**src/hdl/cpt_pkg.sv**
```systemverilog
// Shared types and constants for the contact pair table unit.
`timescale 1ns / 1ps
`default_nettype none

package cpt_pkg;

    localparam int DEPTH_DEFAULT = 64;
    localparam int ID_W          = 64;
    localparam int IDX_OUT_W     = 6;

    typedef enum logic [2:0] {
        ST_FOUND     = 3'd0,
        ST_INSERTED  = 3'd1,
        ST_NOT_FOUND = 3'd2,
        ST_INVALID   = 3'd3,
        ST_FULL      = 3'd4
    } t_status;

    typedef enum logic {
        S_IDLE,
        S_SCAN
    } t_state;

    typedef struct packed {
        logic            cmd;
        logic [ID_W-1:0] id_a;
        logic [ID_W-1:0] id_b;
    } t_req;

    typedef struct packed {
        t_status              status;
        logic [IDX_OUT_W-1:0] entry_index;
    } t_rsp;

    typedef struct packed {
        logic    load;
        logic    scan;
        logic    finish;
        logic    write;
        t_status code;
    } t_dp_ctl;

    typedef struct packed {
        logic match;
        logic scan_end;
        logic bad;
        logic ensure;
        logic full;
    } t_dp_stat;

endpackage

`default_nettype wire

```
**src/hdl/cpt_ctrl.sv**
```systemverilog
// Controller state machine that sequences normalize, scan and finish.
`timescale 1ns / 1ps
`default_nettype none

module cpt_ctrl (
    input  wire logic               i_clk,
    input  wire logic               i_rst_n,
    input  wire logic               i_start,
    input  wire cpt_pkg::t_dp_stat  i_stat,
    output cpt_pkg::t_dp_ctl        o_ctl,
    output logic                    o_busy
);
    import cpt_pkg::*;

    t_state r_state;
    t_state n_state;

    always_ff @(posedge i_clk) begin
        if (!i_rst_n) begin
            r_state <= S_IDLE;
        end else begin
            r_state <= n_state;
        end
    end

    always_comb begin
        n_state = r_state;
        case (r_state)
            S_IDLE: begin
                if (i_start) begin
                    n_state = S_SCAN;
                end
            end
            S_SCAN: begin
                if ((i_stat.bad && i_stat.ensure) || i_stat.match || i_stat.scan_end) begin
                    n_state = S_IDLE;
                end
            end
            default: n_state = S_IDLE;
        endcase
    end

    always_comb begin
        o_ctl      = '0;
        o_ctl.code = ST_NOT_FOUND;
        o_busy     = 1'b0;
        case (r_state)
            S_IDLE: begin
                o_ctl.load = i_start;
            end
            S_SCAN: begin
                o_busy = 1'b1;
                if (i_stat.bad && i_stat.ensure) begin
                    o_ctl.finish = 1'b1;
                    o_ctl.code   = ST_INVALID;
                end else if (i_stat.match) begin
                    o_ctl.finish = 1'b1;
                    o_ctl.code   = ST_FOUND;
                end else if (i_stat.scan_end) begin
                    o_ctl.finish = 1'b1;
                    if (!i_stat.ensure) begin
                        o_ctl.code = ST_NOT_FOUND;
                    end else if (i_stat.full) begin
                        o_ctl.code = ST_FULL;
                    end else begin
                        o_ctl.code  = ST_INSERTED;
                        o_ctl.write = 1'b1;
                    end
                end else begin
                    o_ctl.scan = 1'b1;
                end
            end
            default: o_busy = 1'b0;
        endcase
    end

    ap_finish_leaves_scan: assert property (@(posedge i_clk) disable iff (!i_rst_n)
        o_ctl.finish |=> (r_state == S_IDLE))
        else $error("controller stayed busy after finishing a request");

    ap_load_enters_scan: assert property (@(posedge i_clk) disable iff (!i_rst_n)
        o_ctl.load |=> (r_state == S_SCAN))
        else $error("accepted request did not start a scan");

    ap_write_only_insert: assert property (@(posedge i_clk) disable iff (!i_rst_n)
        o_ctl.write |-> (o_ctl.finish && i_stat.ensure && !i_stat.full && !i_stat.match))
        else $error("table write outside a legal insert");

endmodule

`default_nettype wire

```
**config.mk**
```make
export PLATFORM = sky130hd
export DESIGN_NAME = cpt_ctrl
export DESIGN_NICKNAME = d
export VERILOG_FILES = /design/src/hdl/cpt_pkg.sv /design/src/hdl/cpt_ctrl.sv
export SDC_FILE = /design/constraint.sdc
export NUM_CORES = 1
export LEC_CHECK = 0
export BUFFER_PORTS_ARGS = -buffer_cell sky130_fd_sc_hd__clkbuf_2
export CAP_MARGIN = 20
export CORE_AREA = 4 4 41 43
export CTS_BUF_LIST = sky130_fd_sc_hd__clkbuf_8
export DETAILED_ROUTE_END_ITERATION = 12
export DIE_AREA = 0 0 45 47
export SLEW_MARGIN = 20
export SYNTH_ARGS = -nofsm -noshare
export SYNTH_HDL_FRONTEND = slang
export SYNTH_SLANG_ARGS = --single-unit
```
**constraint.sdc**
```tcl
create_clock -name i_clk -period 2.1 [get_ports i_clk]
set_input_delay 0.21 -clock i_clk [delete_from_list [all_inputs] [get_ports i_clk]]
set_output_delay 0.21 -clock i_clk [all_outputs]
set_load 0.1 [all_outputs]
```
==> results_dict.tcl, run 1 <==
set metrics [dict create \
    outcome "finished clean" \
    largest_reg_flops 1 \
    crit_arrival_ps 1310 \
    synth.top_cell.area_share 0.165 \
    maxSlewViolCount 0 \
    tightest_slew_ps 545 \
    synth_edf_count 0 \
    initial_core_util 0.0933 \
    syn-num-nets 25 \
    cp_max_fo 5 \
    hp-class "in2reg" \
    ctsResizeCount 0 \
    reg2regPathDepth 2 \
    die_area_um2 2120 \
    period_minus_slack_ps 1520 \
    grt_max_degree 8 \
    portBuffers 15 \
    cts_hold_buf 0 \
    hold_violations 0 \
    via_count 187 \
    ys.flop_type "dfxtp_1" \
    syn_avg_cell_area_um2 7.14 \
    reg2reg_from "r_state$_SDFF_PN0_" \
    die_w_um 45 \
    wl_per_cell_um 9.21 \
    reg2reg_slack_ps 1390 \
    syn_to_final_growth_pct 113 \
    synth_mux_area_frac 0 \
    clk_pin_slew_ps 0 \
    synth_top_area_cell "dfxtp_1" \
    nNetsFinal 42 \
    synthCells 17 \
    postRouteAntennaNets 0 \
    core.rowCount 13 \
    drt_first_iter_violations 4 \
    max_clock_freq_mhz 658 \
    grt-ovfl-total 0 \
    critPathLaunch "i_stat[4]" \
    yosys.area_share.simple 0.546 \
    ios 16 \
    synth_top_family_by_area "simple AND/OR/NAND/NOR gates" \
    setup_viol 0 \
    drive_above_1_share 0.688 \
    grt_pass1_wl_um 607 \
    r2r_end "r_state$_SDFF_PN0_" \
    multi_input_area_um2 138 \
    antenna_found_initial 0 \
    gp_congestion 0.649 \
    core_area_um2 1300 \
    yosys.area_share.xor_xnor 0 \
    slew_headroom 0.638 \
    dr.pass1.iters 2 \
    grt_pass1_vias 155 \
    yosysMostFrequentCell "nand2_1" \
    cpMostUsedCell "clkbuf_2" \
    fin_tns_setup_ps 0 \
    cp-start-kind "input port" \
    synth_fa_ha_area_frac 0 \
    via_per_inst 3.98 \
    yosysUniqueCellTypes 16 \
    timing.final.crit_share 0.724 \
    async_flop_share 0 \
    p_leak_nw 0.125 \
    synth_compound_area_frac 0.258 \
    worstSkewPairLatency_ps 0 \
    reg_top3 "r_state: 1 flops" \
    crit_type "in2out" \
    pre_cts_slack_ps 570 \
    synth-seq-cells 1 \
    cp_cell_sequence "clkbuf_2, or3b_1, a21oi_2, clkbuf_2" \
    top_register "r_state" \
    crit_path_max_incr_delay_ps 460 \
    ys_seq_area_frac 0.165 \
    remaining_drc_errors 0 \
    fillers 155 \
    fin_skew_ps 0 \
    peakVddDrop_mv 0.149 \
    synthTopCellsByArea "dfxtp_1 16%, a32o_1 8.2%, a21o_2 7.2%" \
    netlist_area_um2 121 \
    yosys_warnings 0 \
    drt_wl_total_um 433 \
    drv_cap 0 \
    n_antenna_cell 0 \
    ff_latch_area_um2 23.8 \
    grt.total_usage 0.0362 \
    critPathCapture "o_ctl[0]" \
    die_y_um 47 \
    cp_slowest_cell "clkbuf_2" \
    critPathCaptureType "output port" \
    rsz0062_at_grt "no" \
    fin_ws_ps 580 \
    pwr_density_cell_nw_per_um2 396 \
    post-cts-setup-buffer-count 0 \
    crit_required_ps 1890 \
]
==> routing by layer <==
layer	wire (µm)	vias up	track usage
met3	40	0	0.00383
met4	0	0	0
met1	218	81	0.0541
li1	-	95	-
met5	0	-	0
met2	173	11	0.0593
==> power by group <==
group,total (mW),internal (mW),switching (mW)
logic,0.0798,0.0168,0.0630
clock network,0,0,0
registers,0.0228,0.0205,0.00227
==> layout by cell type (no fill, tap or decap) <==
| cell | netlist | routed |
|---|---|---|
| nand2_1 | 2 | 2 |
| nand3_1 | 1 | 1 |
| nor4b_4 | 0 | 1 |
| a21oi_2 | 0 | 1 |
| a21boi_2 | 0 | 1 |
| nor4_4 | 0 | 1 |
| nor2_1 | 1 | 1 |
| nor2b_2 | 0 | 1 |
| dfxtp_4 | 0 | 1 |
| or3b_1 | 1 | 1 |
| and3_1 | 1 | 1 |
| nand2b_1 | 1 | 1 |
| inv_1 | 1 | 1 |
| a32o_1 | 1 | 1 |
| clkbuf_2 | 0 | 15 |
| nor3b_1 | 1 | 1 |
| a21o_2 | 1 | 1 |
==> critical path, delay by kind of cell <==
kind,cells,cell delay (ps)
AOI/OAI and AO/OA,1,130
and+or+nand+nor,1,390
buffers and inverters,2,570
==> how the worst min path moves through the flow <==
stage | slack, ps | start | to | depth (start not counted)
after detailed placement | 440 | i_rst_n | r_state$_SDFF_PN0_ | 2
after floorplan | 330 | i_rst_n | r_state$_SDFF_PN0_ | 1
after CTS | 440 | i_rst_n | r_state$_SDFF_PN0_ | 2
after global routing | 450 | i_rst_n | r_state$_SDFF_PN0_ | 2
final | 440 | i_rst_n | r_state$_SDFF_PN0_ | 2
after global placement | 440 | i_rst_n | r_state$_SDFF_PN0_ | 2
==> per-stage QoR <==
| stage | cell area, µm² | hold slack, ps | instances | power, mW | util |
|---|---|---|---|---|---|
| after CTS | 259 | 442 | 47 | 0.103 | 0.199 |
| after floorplan | 165 | 335 | 17 | 0.0845 | - |
| after global routing | 259 | 454 | 47 | 0.106 | 0.199 |
| after global placement | 259 | 443 | 47 | 0.103 | 0.199 |
| after detailed placement | 259 | 442 | 47 | 0.103 | 0.199 |
| final | 259 | 438 | 47 | 0.103 | 0.199 |
==> logic make-up after synthesis <==
logic type      Yosys count
simple gates             11
compound gates            4
flops                     1
buf+inv                   1
==> layout make-up <==
type | count | area share
Timing Repair Buffer | 15 | 0.290
Multi-Input combinational cell | 15 | 0.531
Sequential cell | 1 | 0.0918
Inverter | 1 | 0.0145
Tap cell | 15 | 0.0725
(Power assumes the default switching activity.)
==> run 2, diff against run 1 <==
Clock period 2.1 ns to 1.45 ns, I/O delays scaled along.
==> run 2 against run 1 <==
Compared with the run above:
- register-to-register slack lost 680 ps
- sequential share of layout area down 2.6 points
- sequential cell count stayed put
- combinational power grew 73%
- global-route usage is 0.87 points higher
- worst setup slack got worse by 310 ps
- sequential power is 49% higher
- hold slack got worse by 55 ps
- utilization is 7.8 points higher
==> results_dict.tcl, run 2 (same netlist as run 1, synthesis figures left out) <==
set metrics [dict create \
    grt-ovfl-total 0 \
    timing.final.crit_share 0.814 \
    period_minus_slack_ps 1180 \
    wl_per_cell_um 10.0 \
    top_register "r_state" \
    ctsResizeCount 0 \
    rsz0062_at_grt "no" \
    fillers 148 \
    dp_cells 47 \
    post-route-util 0.277 \
    n_antenna_cell 0 \
    cp-start-kind "input port" \
    final_cells 47 \
    fin_skew_ps 0 \
    initial_core_util 0.0933 \
    final_cell_mix "8 x clkbuf_2, 6 x buf_12" \
    ios 16 \
    die_area_um2 2120 \
    grt_pass1_wl_um 772 \
    maxSlewViolCount 0 \
    fin_tns_setup_ps 0 \
    tightest_slew_ps 540 \
    min_from "i_rst_n" \
    drt_wl_total_um 470 \
    setup_viol 0 \
    max_clock_freq_mhz 847 \
    grt_pass1_vias 176 \
    post-cts-setup-buffer-count 0 \
    portBuffers 15 \
    peakVddDrop_mv 0.193 \
    reg_top3 "r_state: 1 flops" \
    syn_to_final_growth_pct 197 \
    layout_commonest_cell "clkbuf_2" \
    critPathLaunch "i_stat[4]" \
    worstSkewPairLatency_ps 0 \
    cp_max_fo 5 \
    grt_max_degree 8 \
    reg2reg_from "r_state$_SDFF_PN0_" \
    remaining_drc_errors 0 \
    outcome "finished clean" \
    crit_required_ps 1310 \
    hp-class "in2reg" \
    drive_above_1_share 0.750 \
    dp_hpwl_um 438 \
    drt_first_iter_violations 1 \
    p_leak_nw 0.157 \
    dr.pass1.iters 2 \
    slew_headroom 0.642 \
    clk_pin_slew_ps 0 \
    hold_violations 0 \
    antenna_found_initial 0 \
    crit_type "in2out" \
    crit_arrival_ps 1040 \
    cts_hold_buf 0 \
    critPathCaptureType "output port" \
    core_area_um2 1300 \
    via_per_inst 4.04 \
    core.rowCount 13 \
    nNetsFinal 42 \
    via_count 190 \
    power_mw 0.172 \
    largest_reg_flops 1 \
    pwr_density_cell_nw_per_um2 478 \
    die_w_um 45 \
    die_y_um 47 \
    postRouteAntennaNets 0 \
    gp_congestion 0.651 \
    drv_cap 0 \
    grt.total_usage 0.0449 \
]
-- run 2: report_power, final --
group / leakage, nW / switching, mW / internal [mW]
combinational: 0.148 / 0.0957 / 0.0425
clock: 0 / 0 / 0
sequential: 0.00892 / 0.00433 / 0.0297
total: 0.157 / 0.100 / 0.0722
-- run 2: per-stage QoR --
| step | instance area, µm² | hold slack (ps) | worst slack [ps] |
|---|---|---|---|
| 6_report | 360 | 383 | 269 |
| 5_1_grt | 360 | 405 | 229 |
| 4_1_cts | 360 | 381 | 253 |
| 3_5_place_dp | 360 | 380 | 251 |
| 3_3_place_gp | 360 | 379 | 270 |
| 2_1_floorplan | 174 | 270 | -480 |
-- run 2: area by class of cell --
| class | instances | area (µm²) | share of cell area |
|---|---|---|---|
| Timing Repair Buffer | 15 | 168 | 0.465 |
| Sequential cell | 1 | 23.8 | 0.0660 |
| Inverter | 1 | 3.75 | 0.0104 |
| Tap cell | 15 | 18.8 | 0.0521 |
| Multi-Input combinational cell | 15 | 146 | 0.406 |
-- run 2: final timing paths --
path / slack, ps / to / cells after the start
worst max-delay path: 270 / o_ctl[0] / 4
worst min-delay path: 380 / r_state$_SDFF_PN0_ / 2
worst max register to register: 710 / r_state$_SDFF_PN0_ / 2
worst min register to register: 570 / r_state$_SDFF_PN0_ / 1
-- run 2: metal layers --
layer / share of wire / vias to the layer above / GRT usage
li1: - / 96 / -
met1: 0.44 / 85 / 0.0655
met2: 0.46 / 9 / 0.0763
met3: 0.089 / 0 / 0.00383
met4: 0 / 0 / 0
met5: 0 / - / 0
-- run 2: worst max-delay path: stages --
cell	delay (ps)
clkbuf_2	110
or3b_1	390
a21oi_2	190
buf_12	190
